==> config.mk <==
export PLATFORM = sky130hd
export DESIGN_NAME = lie_cfg
export DESIGN_NICKNAME = d
export VERILOG_FILES = /design/src/rtl/lie_pkg.sv /design/src/rtl/lie_cfg.sv
export SDC_FILE = /design/constraint.sdc
export NUM_CORES = 1
export LEC_CHECK = 0
export ABC_AREA = 1
export BUFFER_PORTS_ARGS = -buffer_cell sky130_fd_sc_hd__clkbuf_2
export CAP_MARGIN = 0
export CORE_AREA = 5 5 234 293
export DETAILED_ROUTE_END_ITERATION = 8
export DIE_AREA = 0 0 239 298
export GPL_ROUTABILITY_DRIVEN = 0
export HOLD_SLACK_MARGIN = 0.08
export PLACE_DENSITY = 0.57
export SYNTH_ARGS = -nofsm -noshare
export SYNTH_HDL_FRONTEND = slang
export SYNTH_SLANG_ARGS = --single-unit
==> constraint.sdc <==
create_clock -name i_clk -period 10.2 [get_ports i_clk]
set_clock_uncertainty 0.2 [all_clocks]
set_input_delay 1.02 -clock i_clk [delete_from_list [all_inputs] [get_ports i_clk]]
set_output_delay 1.02 -clock i_clk [all_outputs]
set_load 0.01 [all_outputs]
==> src/rtl/lie_pkg.sv <==
`timescale 1ns / 1ps

package lie_pkg;

    // Coordinate width taken from each point field
    localparam int COORD_WIDTH_DEF = 16;

    // Clock edges from the accepting edge to the edge that takes the result
    localparam int LATENCY = 96;

    // Luminance weights, Q0.16, summing to exactly one
    localparam logic [15:0] W_RED     = 16'd13763;
    localparam logic [15:0] W_GREEN   = 16'd47186;
    localparam logic [15:0] W_BLUE    = 16'd4587;
    localparam logic [31:0] LUM_ROUND = 32'd32768;

    localparam logic [14:0] ONE_Q14 = 15'd16384;

    // Light kinds
    localparam logic [1:0] KIND_POINT = 2'd1;
    localparam logic [1:0] KIND_SPOT  = 2'd2;

    // Register indexes
    localparam logic [2:0] REG_KIND      = 3'd0;
    localparam logic [2:0] REG_LUM_RED   = 3'd1;
    localparam logic [2:0] REG_LUM_GREEN = 3'd2;
    localparam logic [2:0] REG_LUM_BLUE  = 3'd3;
    localparam logic [2:0] REG_POSITION  = 3'd4;
    localparam logic [2:0] REG_DIRECTION = 3'd5;
    localparam logic [2:0] REG_COS_INNER = 3'd6;
    localparam logic [2:0] REG_COS_OUTER = 3'd7;

    // How an item is finished
    typedef enum logic [1:0] {
        MODE_FLAT,
        MODE_POINT,
        MODE_SPOT,
        MODE_ZERO
    } t_mode;

    typedef struct packed {
        logic [1:0]          kind;
        logic [15:0]         lum;
        logic [47:0]         pos;
        logic [47:0]         dir;
        logic signed [15:0]  ci;
        logic signed [15:0]  co;
    } t_cfg;

    typedef struct packed {
        logic        vld;
        t_mode       mode;
        logic [35:0] d2;
        logic [15:0] lum;
        logic        dneg;
        logic [41:0] dmag;
        logic [25:0] len;
        logic [14:0] f;
    } t_item;

endpackage

==> src/rtl/lie_cfg.sv <==
`timescale 1ns / 1ps

module lie_cfg (
    input  logic          i_clk,
    input  logic          i_rst_n,
    input  logic          i_wr,
    input  logic [2:0]    i_index,
    input  logic [47:0]   i_data,
    output lie_pkg::t_cfg o_cfg
);

    logic [1:0]  r_kind;
    logic [15:0] r_red;
    logic [15:0] r_green;
    logic [15:0] r_blue;
    logic [47:0] r_pos;
    logic [47:0] r_dir;
    logic [15:0] r_ci;
    logic [15:0] r_co;
    logic [31:0] r_pr_r;
    logic [31:0] r_pr_g;
    logic [31:0] r_pr_b;
    logic [31:0] r_lum_sum;

    // Take register writes
    always_ff @(posedge i_clk) begin
        if (!i_rst_n) begin
            r_kind  <= lie_pkg::KIND_POINT;
            r_red   <= 16'd256;
            r_green <= 16'd256;
            r_blue  <= 16'd256;
            r_pos   <= '0;
            r_dir   <= '0;
            r_ci    <= 16'd16384;
            r_co    <= '0;
        end else if (i_wr) begin
            unique case (i_index)
                lie_pkg::REG_KIND:      r_kind  <= i_data[1:0];
                lie_pkg::REG_LUM_RED:   r_red   <= i_data[15:0];
                lie_pkg::REG_LUM_GREEN: r_green <= i_data[15:0];
                lie_pkg::REG_LUM_BLUE:  r_blue  <= i_data[15:0];
                lie_pkg::REG_POSITION:  r_pos   <= i_data;
                lie_pkg::REG_DIRECTION: r_dir   <= i_data;
                lie_pkg::REG_COS_INNER: r_ci    <= i_data[15:0];
                lie_pkg::REG_COS_OUTER: r_co    <= i_data[15:0];
            endcase
        end
    end

    // Weigh the colour channels, then sum with rounding
    always_ff @(posedge i_clk) begin
        r_pr_r    <= 32'(lie_pkg::W_RED) * 32'(r_red);
        r_pr_g    <= 32'(lie_pkg::W_GREEN) * 32'(r_green);
        r_pr_b    <= 32'(lie_pkg::W_BLUE) * 32'(r_blue);
        r_lum_sum <= r_pr_r + r_pr_g + r_pr_b + lie_pkg::LUM_ROUND;
    end

    always_comb begin
        o_cfg.kind = r_kind;
        o_cfg.lum  = r_lum_sum[31:16];
        o_cfg.pos  = r_pos;
        o_cfg.dir  = r_dir;
        o_cfg.ci   = signed'(r_ci);
        o_cfg.co   = signed'(r_co);
    end

endmodule

Word level (Yosys, flattened, before mapping)
Cells that the tools add are included.
{"block": "word_totals", "ff_bits": 300, "inputBits": 54, "out_inout_bits": 146, "word_cells": 34}
{"block": "classes", "add_sub_neg": 3, "n_mul": 3, "eq_ne": 7, "reduce_logical": 9}
{"op": "30-bit by 32-bit adder with 32-bit output", "count": 1}
{"op": "32-bit by 16-bit adder with 32-bit output, second input constant", "count": 1}
{"op": "32-bit by 29-bit adder with 32-bit output", "count": 1}
{"op": "15-bit by 16-bit multiplier with 31-bit output, first input constant", "count": 1}
{"op": "14-bit by 16-bit multiplier with 30-bit output, first input constant", "count": 1}
{"op": "13-bit by 16-bit multiplier with 29-bit output, first input constant", "count": 1}
{"op": "2-bit AND reduction", "count": 8}
{"op": "3-bit equality test, second input constant", "count": 4}
{"op": "3-bit by 2-bit equality test with 1-bit output, second input constant", "count": 2}
{"op": "3-bit by 1-bit equality test with 1-bit output, second input constant", "count": 1}
{"op": "3-bit zero test", "count": 1}

Longest topological paths before layout
{"block": "depth", "depth_word": 3, "mapped_depth": 21, "ltp_nobuf": 21}

Worst setup path before layout
OpenSTA, ideal clock, no wires.
{"block": "synth_path", "kind": "register to register", "startpoint": "register r_red[1]", "endpoint": "register r_pr_r[27]", "setup_time_ns": 0.113, "t_arrival_ns": 4.375, "required_ns": 9.887, "path_slack_ns": 5.512, "path_stages_with_launch": 19, "path_buffers": 0, "period_less_slack_ns": 4.688, "path_cell_list": "dfxtp_1 > ha_1 > inv_1 > fa_1 > inv_1 > fa_1 > fa_1 > fa_1 > inv_1 > fa_1 > inv_1 > ha_1 > nand2_1 > nor2_1 > inv_1 > nor3_1 > nand2_1 > nand4_1 > nand2_1"}
{"block": "synth_between", "elab_chain_len": 1}
{"item": "start, declared", "line_no": "lie_cfg.sv:13", "rtl": "logic [15:0] r_red;"}
{"item": "start signal, assigned", "line_no": "lie_cfg.sv:39", "rtl": "lie_pkg::REG_LUM_RED: r_red <= i_data[15:0];"}
{"item": "14-bit by 16-bit multiplier with 30-bit output", "line_no": "lie_cfg.sv:52", "rtl": "r_pr_r <= 32'(lie_pkg::W_RED) * 32'(r_red);"}
{"item": "end signal, assigned", "line_no": "lie_cfg.sv:52"}
{"item": "end, declared", "line_no": "lie_cfg.sv:20", "rtl": "logic [31:0] r_pr_r;"}
Every way passes these cells.
A chain may end at the register's enable or synchronous reset.

Final worst setup path
{"block": "layout_path", "startpoint": "register r_red[1]", "endpoint": "register r_pr_r[29]"}
Same word-level chain as after synthesis.

==> impl_metrics.tcl <==
set metrics [dict create \
    status "completed" \
    area_growth_pct 12.67 \
    cp.required_ns 10.46 \
    slew_viol_final 0 \
    swShare_pct 44.99 \
    avgSynthCellArea_um2 8.078 \
    rrSetupSlack_ns 5.17 \
    period_share_pct 49.32 \
    yosys-top-cells-count "inv_1 (577), nand2_1 (446), nor2_1 (432)" \
    dieWidth_um 239 \
    async_flop_share_pct 0 \
    synth_most_common_cell "inv_1" \
    track_usage_pct 18.68 \
    antenna_found_initial 0 \
    cts_buffers 35 \
    critPathMaxFanout 6 \
    grt_first_pass_wirelength_mm 107.4 \
    hp-class "register to register" \
    syn_area_um2 24540 \
    seq_power_share_pct 24.3 \
    worstPathArrival_ns 5.29 \
    cts-resized-gates 0 \
    ys_seq_area_share_pct 23.17 \
    cts_setup_buffers 0 \
    syn_inst 3038 \
    synth_largest_area_cell "dfxtp_1" \
    synth_nets 3721 \
    io_buffers 199 \
    coreArea_um2 65290 \
    routed-via-count 19340 \
    reg2reg_depth 18 \
    rsz0062_at_grt "false" \
    min_from "r_red[0]$_SDFFE_PN0P_" \
    dp_slack_ns 5.183 \
    cts_root_buffer "clkbuf_16" \
    drc 0 \
    max-cap-violations 0 \
    setup_ws_ns 5.170 \
    clk_path_buf_depth 3 \
    critical_path_class "register to register" \
    setup_viol 0 \
    drive_gt1_share_pct 9.474 \
    worstMarginPinSlew_ns 1.123 \
    ctsHoldBuffers 0 \
    postRouteAntennaNets 0 \
    h-tree-depth 2 \
    ys_ff_latch 284 \
    p_sw_w 0.002570 \
    fin_crit_ns 5.030 \
    yosys_warnings 0 \
    vias_per_cell 4.708 \
    fp.dieArea_um2 71220 \
    fin_setup_tns_ns 0 \
    holdPathStages 0 \
    slew_headroom_pct 25.11 \
    fin_nets 3909 \
    synth_top_area_share_pct 23.17 \
    synth_ff_type "dfxtp_1" \
    internal_power_w 0.003143 \
    clk_pin_slew_worst_paths_ns 0.06 \
    grt_max_degree 127 \
    max_freq_ghz 0.1988 \
    timing.rr.end "r_pr_r[29]$_DFF_P_" \
    wire_per_inst_um 16.25 \
    synth.area.top_cells "dfxtp_1 (23%), ha_1 (20%), fa_1 (19%)" \
    grt_pass1_vias 20050 \
    die_h_um 298 \
    final_hold_viol_count 0 \
    cts_tree "built" \
    rr_startpoint "r_red[1]$_SDFFE_PN0P_" \
    hpwl_mm 55.58 \
    synth-edff-count 0 \
    grt_remaining_overflow 0 \
    cp-end-kind "register" \
    clockPowerShare_pct 23.9 \
    firstDrtPassIters 5 \
    drt_iter0_drc 781 \
    wirelength_mm 66.77 \
    ioPinCount 200 \
    num_rows 105 \
    startpoint_type "register" \
    synthDistinctLibCells 38 \
    vdd_ir_drop_max_uv 179.0 \
    clkSinkCount 284 \
    clock_latency_ns 0.57 \
    initial_core_util_pct 37.59 \
    cellLeakagePower_nw 15.48 \
    p_per_area_nw_per_um2 206.6 \
    hold-path-endpoint "r_pr_r[0]$_DFF_P_" \
    combPwrFrac_pct 51.8 \
]
-- placed cells by master (no fill, tap or decap), types with 31 or more instances in the layout --
cell type    n
a21oi_1    134
clkbuf_16   35
clkbuf_2   198
dfxtp_1    284
fa_1       230
ha_1       399
inv_1      577
nand2_1    446
nand3_1     76
nand4_1     31
nor2_1     432
o21ai_0    168
o21ai_1     59
xor2_1      38
-- power groups by stage --
stage	logic (W)	registers [W]	clock network [W]
2_1_floorplan	0.00213	0.00139	0
5_1_grt	0.00339	0.00141	0.00145
4_1_cts	0.00297	0.00140	0.00140
6_report	0.00296	0.00139	0.00136
3_5_place_dp	0.00295	0.00142	0
3_3_place_gp	0.00294	0.00142	0
-- cell families after synthesis --
family,after synthesis,share of synthesized area (%)
fa+ha+maj,629,39.10
xor+xnor,55,1.963
flops,284,23.17
compound gates,394,8.433
buf+inv,641,10.09
simple gates,1035,17.24
-- registers in the layout, indices dropped and copies added (netlist names) --
signal	cells
r_blue	16
r_ci	16
r_co	16
r_dir	48
r_green	16
r_kind	2
r_lum_sum	16
r_pos	48
r_pr_b	29
r_pr_g	31
r_pr_r	30
r_red	16
-- worst max path at each step --
stage	slack [ns]	to	from
after floorplan	5.51	r_pr_r[27]$_DFF_P_	r_red[1]$_SDFFE_PN0P_
after detailed placement	5.18	r_pr_r[27]$_DFF_P_	r_red[1]$_SDFFE_PN0P_
after global routing	4.86	r_pr_r[29]$_DFF_P_	r_red[1]$_SDFFE_PN0P_
after CTS	5.17	r_pr_r[27]$_DFF_P_	r_red[1]$_SDFFE_PN0P_
after global placement	5.24	r_pr_r[29]$_DFF_P_	r_red[1]$_SDFFE_PN0P_
final	5.17	r_pr_r[29]$_DFF_P_	r_red[1]$_SDFFE_PN0P_
-- per-layer routing --
metal  up-vias  routed length (µm)  GRT usage (%)
met5         -                   0              0
met4         0                1757          5.124
met3        78                3121          3.275
met2       381               33100          33.47
met1      8955               28790          23.05
li1       9925                   -              -
-- critical path: stages (launching register included) --
cell and delay (ns):
dfxtp_1 0.39, ha_1 0.34, inv_1 0.06, fa_1 0.52, inv_1 0.06, fa_1 0.50, fa_1 0.54, fa_1 0.55
inv_1 0.06, fa_1 0.50, inv_1 0.04, ha_1 0.34, nand2_1 0.11, nor2_1 0.32, nand2_1 0.09, nor2_1 0.10
nand2_1 0.07, nand3_1 0.08, nand2_1 0.05
-- through the flow --
stage	power (W)	instances	hold slack (ns)	instance area [µm²]	util [%]
after global routing	0.006246	4107	0.2815	27650	42.35
after detailed placement	0.004368	4045	0.2536	26370	40.39
after CTS	0.005770	4107	0.2688	27650	42.35
after floorplan	0.003525	3038	0.1987	24540	-
final	0.005713	4108	0.2634	27650	42.35
after global placement	0.004362	4045	0.2427	26370	40.39
-- layout make-up --
cell class	count	area (µm²)
antenna	1	2.502
timing repair buffer	202	1021
fill	6665	37640
sequential	284	5685
clock buffer	46	987.2
tap	856	1071
multi-input combinational	2113	16380
clock inverter	16	291.5
inverter	590	2215
Power figures use the tool's default switching activity.
