--- config.mk ---
export PLATFORM = sky130hd
export DESIGN_NAME = lie_front
export DESIGN_NICKNAME = d
export VERILOG_FILES = /design/src/rtl/lie_pkg.sv /design/src/rtl/lie_front.sv
export SDC_FILE = /design/constraint.sdc
export NUM_CORES = 2
export LEC_CHECK = 0
export BUFFER_PORTS_ARGS = -buffer_cell sky130_fd_sc_hd__buf_2
export CAP_MARGIN = 30
export CELL_PAD_IN_SITES_DETAIL_PLACEMENT = 1
export CELL_PAD_IN_SITES_GLOBAL_PLACEMENT = 1
export CORE_AREA = 3 3 471 473
export CTS_CLUSTER_SIZE = 20
export DETAILED_ROUTE_END_ITERATION = 10
export DIE_AREA = 0 0 474 476
export PLACE_DENSITY_LB_ADDON = 0.1
export SLEW_MARGIN = 20
export SYNTH_ARGS = -nofsm -noshare
export SYNTH_HDL_FRONTEND = slang
export SYNTH_SLANG_ARGS = --single-unit
--- constraint.sdc ---
create_clock -name i_clk -period 10.15 [get_ports i_clk]
set_input_delay 1.5225 -clock i_clk [delete_from_list [all_inputs] [get_ports i_clk]]
set_output_delay 1.5225 -clock i_clk [all_outputs]
set_load 0.02 [all_outputs]
--- src/rtl/lie_pkg.sv ---
`timescale 1ns / 1ps

package lie_pkg;

    // Coordinate width taken from each point field
    localparam int COORD_WIDTH_DEF = 16;

    // Clock edges from the accepting edge to the edge that takes the result
    localparam int LATENCY = 96;

    // Luminance weights, Q0.16, summing to exactly one
    localparam logic [15:0] W_RED     = 16'd13763;
    localparam logic [15:0] W_GREEN   = 16'd47186;
    localparam logic [15:0] W_BLUE    = 16'd4587;
    localparam logic [31:0] LUM_ROUND = 32'd32768;

    localparam logic [14:0] ONE_Q14 = 15'd16384;

    // Light kinds
    localparam logic [1:0] KIND_POINT = 2'd1;
    localparam logic [1:0] KIND_SPOT  = 2'd2;

    // Register indexes
    localparam logic [2:0] REG_KIND      = 3'd0;
    localparam logic [2:0] REG_LUM_RED   = 3'd1;
    localparam logic [2:0] REG_LUM_GREEN = 3'd2;
    localparam logic [2:0] REG_LUM_BLUE  = 3'd3;
    localparam logic [2:0] REG_POSITION  = 3'd4;
    localparam logic [2:0] REG_DIRECTION = 3'd5;
    localparam logic [2:0] REG_COS_INNER = 3'd6;
    localparam logic [2:0] REG_COS_OUTER = 3'd7;

    // How an item is finished
    typedef enum logic [1:0] {
        MODE_FLAT,
        MODE_POINT,
        MODE_SPOT,
        MODE_ZERO
    } t_mode;

    typedef struct packed {
        logic [1:0]          kind;
        logic [15:0]         lum;
        logic [47:0]         pos;
        logic [47:0]         dir;
        logic signed [15:0]  ci;
        logic signed [15:0]  co;
    } t_cfg;

    typedef struct packed {
        logic        vld;
        t_mode       mode;
        logic [35:0] d2;
        logic [15:0] lum;
        logic        dneg;
        logic [41:0] dmag;
        logic [25:0] len;
        logic [14:0] f;
    } t_item;

endpackage

--- src/rtl/lie_front.sv ---
`timescale 1ns / 1ps

module lie_front #(
    parameter int COORD_WIDTH = lie_pkg::COORD_WIDTH_DEF
) (
    input  logic           i_clk,
    input  logic           i_rst_n,
    input  logic           i_start,
    input  logic [15:0]    i_px,
    input  logic [15:0]    i_py,
    input  logic [15:0]    i_pz,
    input  lie_pkg::t_cfg  i_cfg,
    output lie_pkg::t_item o_item
);

    localparam int SW = (COORD_WIDTH < 16) ? COORD_WIDTH : 16;

    logic [15:0]        pt     [0:2];
    logic signed [16:0] pc     [0:2];
    logic signed [17:0] n_d    [0:2];
    logic signed [35:0] sq_full[0:2];
    logic signed [33:0] n_pr   [0:2];
    logic [35:0]        d2;
    logic signed [35:0] dot;
    logic [35:0]        mag;
    lie_pkg::t_item     n_item;

    logic               r_v1;
    logic signed [17:0] r_d [0:2];
    logic               r_v2;
    logic [34:0]        r_sq[0:2];
    logic signed [33:0] r_pr[0:2];
    lie_pkg::t_item     r_item;

    // Offset from the point to the light, per axis
    always_comb begin
        pt[0] = i_px;
        pt[1] = i_py;
        pt[2] = i_pz;
        for (int i = 0; i < 3; i++) begin
            if (COORD_WIDTH > 16) begin
                pc[i] = signed'({1'b0, pt[i]});
            end else begin
                pc[i] = signed'({{(17 - SW){pt[i][SW - 1]}}, pt[i][SW - 1:0]});
            end
            n_d[i] = 18'(signed'(i_cfg.pos[16 * i +: 16])) - 18'(pc[i]);
        end
    end

    // Squares and axis products
    always_comb begin
        for (int i = 0; i < 3; i++) begin
            sq_full[i] = 36'(r_d[i]) * 36'(r_d[i]);
            n_pr[i]    = 34'(r_d[i]) * 34'(signed'(i_cfg.dir[16 * i +: 16]));
        end
    end

    // Sum, classify and split the dot product into sign and magnitude
    always_comb begin
        d2  = 36'(r_sq[0]) + 36'(r_sq[1]) + 36'(r_sq[2]);
        dot = 36'(r_pr[0]) + 36'(r_pr[1]) + 36'(r_pr[2]);
        mag = (dot < 0) ? 36'(-dot) : 36'(dot);
        n_item      = '0;
        n_item.vld  = r_v2;
        n_item.d2   = d2;
        n_item.lum  = i_cfg.lum;
        n_item.dneg = (dot < 0);
        n_item.dmag = {mag[33:0], 8'd0};
        priority if (i_cfg.kind != lie_pkg::KIND_POINT && i_cfg.kind != lie_pkg::KIND_SPOT) begin
            n_item.mode = lie_pkg::MODE_FLAT;
        end else if (d2 == '0) begin
            n_item.mode = lie_pkg::MODE_ZERO;
        end else if (i_cfg.kind == lie_pkg::KIND_POINT) begin
            n_item.mode = lie_pkg::MODE_POINT;
        end else begin
            n_item.mode = lie_pkg::MODE_SPOT;
        end
    end

    // Advance the three front stages
    always_ff @(posedge i_clk) begin
        r_d  <= n_d;
        r_sq <= '{sq_full[0][34:0], sq_full[1][34:0], sq_full[2][34:0]};
        r_pr <= n_pr;
        if (!i_rst_n) begin
            r_v1       <= 1'b0;
            r_v2       <= 1'b0;
            r_item.vld <= 1'b0;
        end else begin
            r_v1   <= i_start;
            r_v2   <= r_v1;
            r_item <= n_item;
        end
    end

    assign o_item = r_item;

endmodule

Word-level counts from Yosys, hierarchy flattened
Index checks and enable logic that the tools add are counted.

Register bits: 347. Input bits: 197. Output and inout bits: 139. Word-level logic and storage cells: 40.

Add/subtract/negate cells: 8. $mul: 6. Magnitude comparators: 1. Eq/ne operators: 3. Mux-type cells: 3. Reduce and logical (&&, ||, !) cells: 2.

Operators by type and width (count): $mul 17x17->34 (3); $mul 17x16->33 (3); $sub 16x16->17 (3); $add 35x35->36 (1); $add 36x35->36 (1); $logic_not 36->1 (1); $add 34x33->35 (1); $lt 35x1->1 const B (1); $add 33x33->34 (1); $mux 34 (1); $neg 34->34 (1); $mux 2 (2); $eq 2x1->1 const B (1); $ne 2x1->1 const B (1); $ne 2x2->1 const B (1); $logic_and 1x1->1 (1).

Depth between registers and ports, before layout
Depth in word-level cells: 4. Gate-level depth with buffers: 28. Gate-level depth less buffers: 26.

Least setup slack after synthesis
No wires, ideal clock.

Kind: in2reg. From: input port i_cfg[55] in the netlist's numbering. To: register, netlist name r_pr[66]. Setup time: 72 ps. Arrival time: 7605 ps. Required time: 10078 ps. Slack: 2473 ps. Stages on the path: 26. Buffers on the path: 2. Cells stage by stage: clkbuf_1 clkbuf_1 nand2_1 fa_1 inv_1 fa_1 inv_1 fa_1 inv_1 fa_1 fa_1 inv_1 fa_1 inv_1 ha_1 nand3_1 o22ai_1 nor2_1 o31ai_1 a31o_2 a41oi_2 o211ai_1 a2111oi_2 nor3_1 a2111oi_2 xnor2_1.

RTL lines: from (decl) (line lie_front.sv:12) `input lie_pkg::t_cfg i_cfg,`.

==> impl_metrics.env <==
export IMPL_rsz0062_at_grt="false"
export IMPL_num_rows=171
export IMPL_cts_setup_buffers=0
export IMPL_core_area_mm2=0.217
export IMPL_route_detailed_drc=0
export IMPL_layout_drive_gt1_share=0.0571
export IMPL_area_delta_synth_final_pct=7.51
export IMPL_drt_total_wl_um=210000
export IMPL_clk_latency_ns=0.66
export IMPL_synthFlopType="dfxtp_1"
export IMPL_ys_seq_elements=341
export IMPL_cts_hold_buf=0
export IMPL_netlist_top_cells_area="fa_1, ha_1, inv_1, dfxtp_1, and2_1"
export IMPL_ys_types=95
export IMPL_routabilityCongestion=0.813
export IMPL_drtPass1Iterations=5
export IMPL_maxSlewViolCount=0
export IMPL_worstHoldPathType="reg2reg"
export IMPL_synthCells=7995
export IMPL_yosysTopAreaCell="fa_1"
export IMPL_syn_cell_area_mm2=0.0763
export IMPL_initial_core_util=0.351
export IMPL_async_flop_share=0
export IMPL_ys_seq_area_frac=0.101
export IMPL_cts_num_sinks=341
export IMPL_synth_edf_count=89
export IMPL_htree_levels=2
export IMPL_io_pins=336
export IMPL_critical_path_arrival_ns=8.57
export IMPL_status="completed"
export IMPL_hold_ws_ns=0.433
export IMPL_fin_worst_skew_ns=0.0271
export IMPL_cts_tree="built"
export IMPL_dieArea_mm2=0.226
export IMPL_avgSynthCellArea_um2=9.54
export IMPL_num_fill_cells=24900
export IMPL_grt_pass1_wl_um=342000
export IMPL_path_class="reg2reg"
export IMPL_nNetsFinal=10700
export IMPL_cp_required_ns=10.60
export IMPL_vias=52300
export IMPL_drt_iter0_drc=1982
export IMPL_slew_headroom=0.312
export IMPL_setup_violations=0
export IMPL_yosysTopAreaCellShare=0.446
export IMPL_viasPerCell=4.75
export IMPL_die_y_um=476
export IMPL_clk_pin_slew_ns=0.06
export IMPL_grt_overflow=0
export IMPL_worst_slew_pin_slew_ns=1.02
export IMPL_cap_violations=0
export IMPL_grt_max_degree=50
export IMPL_ys_warn_count=0
export IMPL_fin_cells=11000
export IMPL_fin_tns_setup_ns=0
export IMPL_numCtsBuffers=46
export IMPL_die_w_um=474
export IMPL_cts_resized=0
export IMPL_track_usage=0.195
export IMPL_crit_path_max_fanout=19
export IMPL_endpoint_kind="register"
export IMPL_postRouteAntennaNets=0
export IMPL_fmax_mhz=123
export IMPL_clock_root_buffer="clkbuf_16"
export IMPL_clock_path_buffers=3
export IMPL_final_util=0.377
export IMPL_antenna_found_initial=23
export IMPL_portBuffers=254
export IMPL_wl_per_cell_um=19.1
export IMPL_grt_pass1_vias=60400
export IMPL_period_minus_slack_ns=8.12
export IMPL_hold_violations=0
export IMPL_crit_path_start_kind="register"
export IMPL_dpl_hpwl_um=176000
export IMPL_dp_cells=10900
export IMPL_finalCritPeriodShare=0.800
[Yosys cell counts (13+ instances only)]
library cell     n
and3_1          33
o21a_1          35
o21ai_0        125
a21oi_1        208
and2_1         570
nor2_1         242
o21bai_1        28
inv_1         1999
a31o_2          18
clkbuf_1       237
fa_1          1701
buf_4           52
o31ai_1         20
a211oi_1        31
nand2_1        733
xor2_1          79
nor2b_1         65
o211ai_1        13
a21o_1          97
xnor2_1        268
ha_1           641
nor3_1          65
dfxtp_1        252
or3_1           22
a21boi_0        20
nand3_1         52
nand4_1         14
a31oi_1         29
or2_2           14
edfxtp_1        89
nand2b_1        53
[metrics by stage]
step	setup WS (ns)	instance area (um2)
6_report	2.03	82000
5_1_grt	1.64	82000
3_3_place_gp	1.81	80400
2_1_floorplan	2.47	76500
4_1_cts	2.00	82000
3_5_place_dp	1.87	80500
[cell usage in the layout (no fill, tap or decap), types with 18 or more instances in the layout]
cell,instances
o31ai_1,20
nand2b_1,53
o21ai_0,125
a211oi_1,31
and3_1,33
a31o_2,18
nor3_1,65
o21a_1,35
a21boi_0,20
a21oi_1,208
edfxtp_1,89
a31oi_1,29
clkbuf_16,47
nand2_1,733
or3_1,22
xnor2_1,268
dfxtp_1,243
inv_1,1999
a21o_1,97
xor2_1,79
nor2_1,242
buf_4,57
nor2b_1,65
and2_1,570
ha_1,641
fa_1,1701
o21bai_1,28
buf_2,253
conb_1,52
nand3_1,52
[area by class of cell]
type	instances	area, um2	area share
antenna	10	25.0	0.000305
clock buffer	58	1250	0.0152
clock inverter	26	256	0.00313
inverter	2001	7510	0.0916
multi-input combinational	5407	59900	0.731
sequential	341	7730	0.0942
tap	2854	3570	0.0435
timing repair buffer	314	1750	0.0213
[final timing paths]
check        slack, ns  cells after the start  endpoint  startpoint
max               2.03                     22  r_sq[32]      r_d[3]
min               0.43                      1      r_v2        r_v1
max reg2reg       2.03                     22  r_sq[32]      r_d[3]
min reg2reg       0.43                      1      r_v2        r_v1
[per-layer routing]
layer	up-vias	GRT usage	share of wire	wire (um)
met4	0	0.0346	0.017	3650
li1	24100	-	-	-
met3	134	0.0155	0.026	5540
met2	567	0.345	0.50	106000
met1	27500	0.262	0.45	95200
met5	-	0	0	0
[cells by family (layout without fill, tap and decap cells)]
logic type      Yosys count  in the layout  synth area share
compound gates          735            735            0.0652
simple gates           1923           1923             0.126
other cells               1             62         0.0000492
buf+inv                2298           2399             0.116
xor+xnor                347            347            0.0398
mux                       8              8           0.00107
fa+ha+maj              2342           2342             0.551
flops                   341            341             0.101
[state kept, by name, summed over array words and instances, names as in the netlist]
register,flops
r_sq,99
o_item,90
r_d,51
r_v2,1
r_v1,1
r_pr,99
[critical path: stages (launching register included)]
cell and delay [ns]:
dfxtp_2 0.75, inv_1 0.36, nor2_1 0.31, fa_1 0.45, inv_1 0.10, fa_1 0.46, fa_1 0.55, inv_1 0.06
fa_1 0.49, fa_1 0.49, inv_1 0.05, fa_1 0.47, inv_1 0.04, ha_1 0.32, and4_1 0.23, o21ai_0 0.13
o21ai_0 0.42, a21oi_1 0.19, o31ai_1 0.65, a2111oi_0 0.25, o21bai_1 0.21, a21oi_1 0.10, xnor2_1 0.80
Power is left out: the tool's default activity adds up to more than one toggle a clock period on the data nets, which glitch-free logic cannot reach.
