$ cat src/rtl/lie_pkg.sv
`timescale 1ns / 1ps

package lie_pkg;

    // Coordinate width taken from each point field
    localparam int COORD_WIDTH_DEF = 16;

    // Clock edges from the accepting edge to the edge that takes the result
    localparam int LATENCY = 96;

    // Luminance weights, Q0.16, summing to exactly one
    localparam logic [15:0] W_RED     = 16'd13763;
    localparam logic [15:0] W_GREEN   = 16'd47186;
    localparam logic [15:0] W_BLUE    = 16'd4587;
    localparam logic [31:0] LUM_ROUND = 32'd32768;

    localparam logic [14:0] ONE_Q14 = 15'd16384;

    // Light kinds
    localparam logic [1:0] KIND_POINT = 2'd1;
    localparam logic [1:0] KIND_SPOT  = 2'd2;

    // Register indexes
    localparam logic [2:0] REG_KIND      = 3'd0;
    localparam logic [2:0] REG_LUM_RED   = 3'd1;
    localparam logic [2:0] REG_LUM_GREEN = 3'd2;
    localparam logic [2:0] REG_LUM_BLUE  = 3'd3;
    localparam logic [2:0] REG_POSITION  = 3'd4;
    localparam logic [2:0] REG_DIRECTION = 3'd5;
    localparam logic [2:0] REG_COS_INNER = 3'd6;
    localparam logic [2:0] REG_COS_OUTER = 3'd7;

    // How an item is finished
    typedef enum logic [1:0] {
        MODE_FLAT,
        MODE_POINT,
        MODE_SPOT,
        MODE_ZERO
    } t_mode;

    typedef struct packed {
        logic [1:0]          kind;
        logic [15:0]         lum;
        logic [47:0]         pos;
        logic [47:0]         dir;
        logic signed [15:0]  ci;
        logic signed [15:0]  co;
    } t_cfg;

    typedef struct packed {
        logic        vld;
        t_mode       mode;
        logic [35:0] d2;
        logic [15:0] lum;
        logic        dneg;
        logic [41:0] dmag;
        logic [25:0] len;
        logic [14:0] f;
    } t_item;

endpackage

$ cat src/rtl/lie_sqrt.sv
`timescale 1ns / 1ps

module lie_sqrt (
    input  logic           i_clk,
    input  logic           i_rst_n,
    input  lie_pkg::t_item i_item,
    output lie_pkg::t_item o_item
);

    localparam int STEPS = 26;

    lie_pkg::t_item s_item[0:STEPS];
    logic [26:0]    s_rem [0:STEPS];
    logic [25:0]    s_root[0:STEPS];
    lie_pkg::t_item n_item[1:STEPS];
    logic [26:0]    n_rem [1:STEPS];
    logic [25:0]    n_root[1:STEPS];
    lie_pkg::t_item r_item[1:STEPS];
    logic [26:0]    r_rem [1:STEPS];
    logic [25:0]    r_root[1:STEPS];

    logic [51:0]    v    [0:STEPS - 1];
    logic [27:0]    rsh  [0:STEPS - 1];
    logic [27:0]    trial[0:STEPS - 1];

    // One root bit per stage, two radicand bits shifted in each time
    always_comb begin
        s_item[0] = i_item;
        s_rem[0]  = '0;
        s_root[0] = '0;
        for (int k = 1; k <= STEPS; k++) begin
            s_item[k] = r_item[k];
            s_rem[k]  = r_rem[k];
            s_root[k] = r_root[k];
        end
        for (int k = 0; k < STEPS; k++) begin
            v[k]     = {s_item[k].d2, 16'd0};
            rsh[k]   = {s_rem[k][25:0], v[k][2 * (STEPS - 1 - k) +: 2]};
            trial[k] = {s_root[k], 2'b01};
            n_item[k + 1] = s_item[k];
            if (rsh[k] >= trial[k]) begin
                n_rem[k + 1]  = 27'(rsh[k] - trial[k]);
                n_root[k + 1] = {s_root[k][24:0], 1'b1};
            end else begin
                n_rem[k + 1]  = 27'(rsh[k]);
                n_root[k + 1] = {s_root[k][24:0], 1'b0};
            end
        end
    end

    always_ff @(posedge i_clk) begin
        r_rem  <= n_rem;
        r_root <= n_root;
        if (!i_rst_n) begin
            for (int k = 1; k <= STEPS; k++) begin
                r_item[k].vld <= 1'b0;
            end
        end else begin
            r_item <= n_item;
        end
    end

    always_comb begin
        o_item     = s_item[STEPS];
        o_item.len = s_root[STEPS];
    end

endmodule

$ cat config.mk
export PLATFORM = sky130hd
export DESIGN_NAME = lie_sqrt
export DESIGN_NICKNAME = d
export VERILOG_FILES = /design/src/rtl/lie_pkg.sv /design/src/rtl/lie_sqrt.sv
export SDC_FILE = /design/constraint.sdc
export NUM_CORES = 2
export LEC_CHECK = 0
export BUFFER_PORTS_ARGS = -buffer_cell sky130_fd_sc_hd__buf_2
export CORE_ASPECT_RATIO = 1.1
export CORE_MARGIN = 2
export CORE_UTILIZATION = 30
export DETAILED_ROUTE_END_ITERATION = 6
export GPL_TIMING_DRIVEN = 0
export SETUP_SLACK_MARGIN = 0.4
export SKIP_CTS_REPAIR_TIMING = 1
export SYNTH_ARGS = -nofsm -noshare
export SYNTH_HDL_FRONTEND = slang
export SYNTH_SLANG_ARGS = --single-unit
export TNS_END_PERCENT = 100
$ cat constraint.sdc
create_clock -name i_clk -period 3.7 [get_ports i_clk]
set_input_delay 0.185 -clock i_clk [delete_from_list [all_inputs] [get_ports i_clk]]
set_output_delay 0.185 -clock i_clk [all_outputs]
set_load 0.01 [all_outputs]
-- After elaboration in Yosys (flattened, before gate mapping)
Cells that the tools add are included.
- $add $sub $neg: 25
- magnitude comparators: 26
- multiplexer cells: 51
- operator list (kind ; count):
    $mux 26 ; 24
    $ge 28x10->1 ; 1
    $ge 28x11->1 ; 1
    $ge 28x12->1 ; 1
    $ge 28x13->1 ; 1
    $ge 28x14->1 ; 1
    $ge 28x15->1 ; 1
    $ge 28x16->1 ; 1
    $ge 28x17->1 ; 1
    $ge 28x18->1 ; 1
    $ge 28x19->1 ; 1
    $ge 28x20->1 ; 1
    $ge 28x21->1 ; 1
    $ge 28x22->1 ; 1
    $ge 28x23->1 ; 1
    $ge 28x24->1 ; 1
    $ge 28x25->1 ; 1
    $ge 28x26->1 ; 1
    $ge 28x27->1 ; 1
    $ge 28x3->1 ; 1
    $ge 28x4->1 ; 1
    $ge 28x5->1 ; 1
    $ge 28x6->1 ; 1
    $ge 28x7->1 ; 1
    30 further kinds ; 55
- flip-flop bits (word level): 3916
- input bits: 141
- output and inout port bits: 139
- logic and storage cells: 343

-- Longest topological paths before layout
- word-level depth: 2
- gate-level depth with buffers: 14
- depth with buffers taken out: 13

-- Worst setup path after synthesis
Ideal clock, no wire load.
- path type: register to register
- start point: register r_root[104] (netlist bit)
- end point: register r_rem[83] (netlist bit)
- library setup time: 0.121 ns
- data arrival time: 3.032 ns
- data required time: 3.579 ns
- slack: 0.548 ns
- stages on the path, launching flop included: 13
- buffers on the path: 1
- clock period less this slack: 3.152 ns
- cell sequence: dfxtp_1 -> inv_1 -> ha_1 -> fa_1 -> a21o_1 -> a21oi_1 -> o21ai_1 -> nand3_1 -> o311a_1 -> o2111ai_1 -> a2111oi_2 -> buf_2 -> mux2_2
- RTL lines (element ; line ; text):
    start: declaration ; lie_sqrt.sv:20 ; logic [25:0] r_root[1:STEPS];
    start signal: assignment ; lie_sqrt.sv:53 ; r_root <= n_root;
    end signal: assignment ; lie_sqrt.sv:52 ; r_rem <= n_rem;
    end: declaration ; lie_sqrt.sv:19 ; logic [26:0] r_rem [1:STEPS];

==> results.sh <==
export IMPL_p_leak_nw=59.8
export IMPL_worstHoldStart="i_rst_n"
export IMPL_dp_hpwl_microns=133000
export IMPL_gp_congestion=0.898
export IMPL_syn_area_per_cell_sq_um=17.0
export IMPL_cts_htree_levels=5
export IMPL_cts_root_buf="clkbuf_16"
export IMPL_hold_end="n_item[3193]$_DFFE_PP_"
export IMPL_peakVddDrop_uv=455
export IMPL_worst_r2r_endpoint="r_rem[44]$_DFF_P_"
export IMPL_yosysTopAreaCell="edfxtp_1"
export IMPL_p_seq_frac=0.524
export IMPL_busiest_layer="met2"
export IMPL_period_needed_ps=3280
export IMPL_die_h_microns=700
export IMPL_relSlewSlack=0.280
export IMPL_cp_max_fo=8
export IMPL_clkPwrFrac=0.383
export IMPL_wl_per_cell_microns=14.2
export IMPL_hold_path_class="in -> reg"
export IMPL_p_int_mw=78.5
export IMPL_violations="hold timing"
export IMPL_cts_sinks=3884
export IMPL_synthArstFlopShare=0
export IMPL_p_sw_mw=24.0
export IMPL_finalHoldWorstSlack_ps=-253
export IMPL_nets=9227
export IMPL_final_setup_skew_ps=62.6
export IMPL_synthTopCellsByCount="edfxtp_1 (2912), dfxtp_1 (972), inv_1 (467)"
export IMPL_ys_types=92
export IMPL_port_buffers=253
export IMPL_whs_path_depth=1
export IMPL_crit_required_ps=4510
export IMPL_reg2reg_slack_ps=420
export IMPL_sw_frac_of_total=0.234
export IMPL_design_area_sq_mm=0.157
export IMPL_met2_usage=0.154
export IMPL_via_count=61800
export IMPL_setup_violations=0
export IMPL_grt_max_degree=190
export IMPL_p_comb_frac=0.093
export IMPL_fp_row_count=255
export IMPL_drt_iter0_markers=3859
export IMPL_cts_buffers=401
export IMPL_fmaxAchievable_ghz=0.304
export IMPL_synth_seq_area_share=0.810
export IMPL_drc=0
export IMPL_place_area_sq_mm=0.141
export IMPL_die_area_sq_mm=0.445
export IMPL_drv_cap=0
export IMPL_path_class="reg -> reg"
export IMPL_syn2layout_area_growth_pct=19.3
export IMPL_synthTopCellsByArea="edfxtp_1 (66%), dfxtp_1 (15%), ha_1 (3.4%), xnor2_1 (1.7%), xor2_1 (1.4%)"
export IMPL_synth_cells=7763
export IMPL_ff2ff_path_depth=13
export IMPL_yosysMostFrequentCell="edfxtp_1"
export IMPL_fin_crit_sh=0.888
export IMPL_cellPowerDensity_mw_per_mm2=651
export IMPL_top_level_ports=280
export IMPL_cp_arrival_ps=4100
export IMPL_hold_viol=122
export IMPL_grt_overflow=0
export IMPL_path_clk_slew_ps=60
export IMPL_ys_warn_count=0
export IMPL_synth_area_sq_mm=0.132
export IMPL_synth_top_area_frac=0.663
export IMPL_core_sq_mm=0.438
export IMPL_synth_seq_cells=3884
export IMPL_fp_dieW_microns=636
export IMPL_drv_slew=0
export IMPL_worst_pin_slew_ps=1080
export IMPL_grt_usage=0.0900
export IMPL_synth_ff_type="edfxtp_1"
export IMPL_clock_path_buffers=4
export IMPL_r2r_start="r_root[52]$_DFF_P_"
export IMPL_grt_antenna_before_repair=8
export IMPL_final_cells=14800
export IMPL_grtUsageMet3=0.0195
export IMPL_insertion_delay_ps=980
export IMPL_rsz0062_at_grt="true"
export IMPL_start_util=0.301
export IMPL_use_met1=0.107
export IMPL_cts_tree="built"
export IMPL_via_per_inst=4.16
export IMPL_startpoint_type="flip-flop"
export IMPL_synth_edf_count=2912
export IMPL_grt_pass1_wl_microns=331000
export IMPL_grt_pass1_vias=62500
export IMPL_drt_first_pass_iters=5
export IMPL_end_kind="flip-flop"
export IMPL_dp_cells=13800
export IMPL_run_status="complete, but fails checks"
export IMPL_syn_nets=8274
export IMPL_totalWireLength_microns=211000
export IMPL_ant_nets=0
export IMPL_drive_gt1_frac=0.127
==> state kept, by name (all words and copies together) (netlist names) <==
name,flops
n_item,2825
o_item,139
r_rem,595
r_root,325
==> how the worst max path moves through the flow <==
stage                                   to  slack (ps)  depth (start not counted)                start
floorplan                r_rem[83]$_DFF_P_         550                         12  r_root[104]$_DFF_P_
global placement    n_item[416]$_SDFF_PN0_      -44120                          2              i_rst_n
detailed placement  n_item[1337]$_DFFE_PP_       -1010                          6              i_rst_n
CTS                     r_rem[204]$_DFF_P_        -430                         11  r_root[208]$_DFF_P_
global route            r_rem[284]$_DFF_P_         310                         12  r_root[286]$_DFF_P_
finish                   r_rem[44]$_DFF_P_         420                         13   r_root[52]$_DFF_P_
==> kinds of logic (layout without fill, tap and decap cells) <==
logic type	after synthesis	in the layout	share of synthesized area
buffers and inverters	558	1843	0.0162
other	1	7	0.0000284
xor gates and xnor gates	454	454	0.0301
and+or+nand+nor	1342	1342	0.0501
muxes	80	80	0.00683
adders and majority gates	370	370	0.0355
AOI/OAI and AO/OA	1074	1074	0.0509
DFF	3884	3884	0.810
==> layout by cell type (no fill, tap or decap), drive strengths merged, types with 12 or more instances in the layout <==
cell type	synthesis	final
edfxtp	2912	2912
o31ai	33	33
a31oi	24	24
a2111oi	14	14
or4	23	23
a211oi	35	35
xnor2	250	250
nand3	77	77
nor2	328	328
o21a	80	80
dlygate4sd3	0	228
and2	45	45
inv	472	496
o211ai	13	13
clkinv	1	133
or2	22	22
nor2b	53	53
clkinvlp	0	13
mux2	74	74
nand2b	54	54
nor4	56	56
buf	21	344
dfxtp	972	972
o21bai	32	32
nor3	135	135
ha	363	363
nor4b	15	15
and3	20	20
a21boi	14	14
nand2	364	364
nand4	49	49
a21o	132	132
bufinv	0	27
o21ai	283	283
xor2	204	204
or3	52	52
nor3b	12	12
clkbuf	64	602
a21oi	321	321
==> per-layer routing <==
layer	wire length, microns	share of wire	vias to the layer above
li1	-	-	30700
met3	9570	0.045	564
met4	9210	0.044	0
met1	89400	0.42	29400
met2	103000	0.49	1199
met5	0	0	-
==> worst max-delay path, cell delays in order, from the launching register on <==
cell and delay, ps:
dfxtp_1 320, inv_1 70, ha_4 180, fa_2 420, a211oi_2 210, o21bai_1 100
a21oi_2 220, o21ai_2 110, nand3_2 100, nand4_1 220, a311oi_2 480, o21ai_4 210
clkbuf_16 260, mux2_2 260
==> power groups by stage <==
stage | Combinational (mW) | Clock, mW | Sequential [mW]
floorplan | 6.41 | 0 | 53.8
global placement | 7.99 | 0 | 56.1
detailed placement | 8.89 | 0 | 54.6
CTS | 8.96 | 41.0 | 53.7
global route | 10.6 | 42.7 | 54.1
finish | 9.53 | 39.3 | 53.7
==> per-stage QoR <==
step | total power, mW | setup WS, ps | TNS [ps] | utilization
3_3_place_gp | 64.1 | -44120 | - | 0.321
6_report | 102 | 416 | 0 | 0.359
2_1_floorplan | 60.2 | 548 | 0 | -
4_1_cts | 104 | -427 | -36470 | 0.352
5_1_grt | 107 | 310 | 0 | 0.359
3_5_place_dp | 63.5 | -1010 | -449780 | 0.322
==> cell type report <==
| cell class | count | area [sq um] |
|---|---|---|
| inverter | 473 | 1780 |
| sequential | 3884 | 107000 |
| timing repair buffer | 550 | 4570 |
| buffer | 85 | 464 |
| clock inverter | 196 | 2070 |
| clock buffer | 539 | 11000 |
| fill | 40600 | 281000 |
| tap | 5782 | 7230 |
| multi-input combinational | 3321 | 23400 |
| antenna | 6 | 15.0 |
No activity file was read; power rests on OpenSTA's default activity.
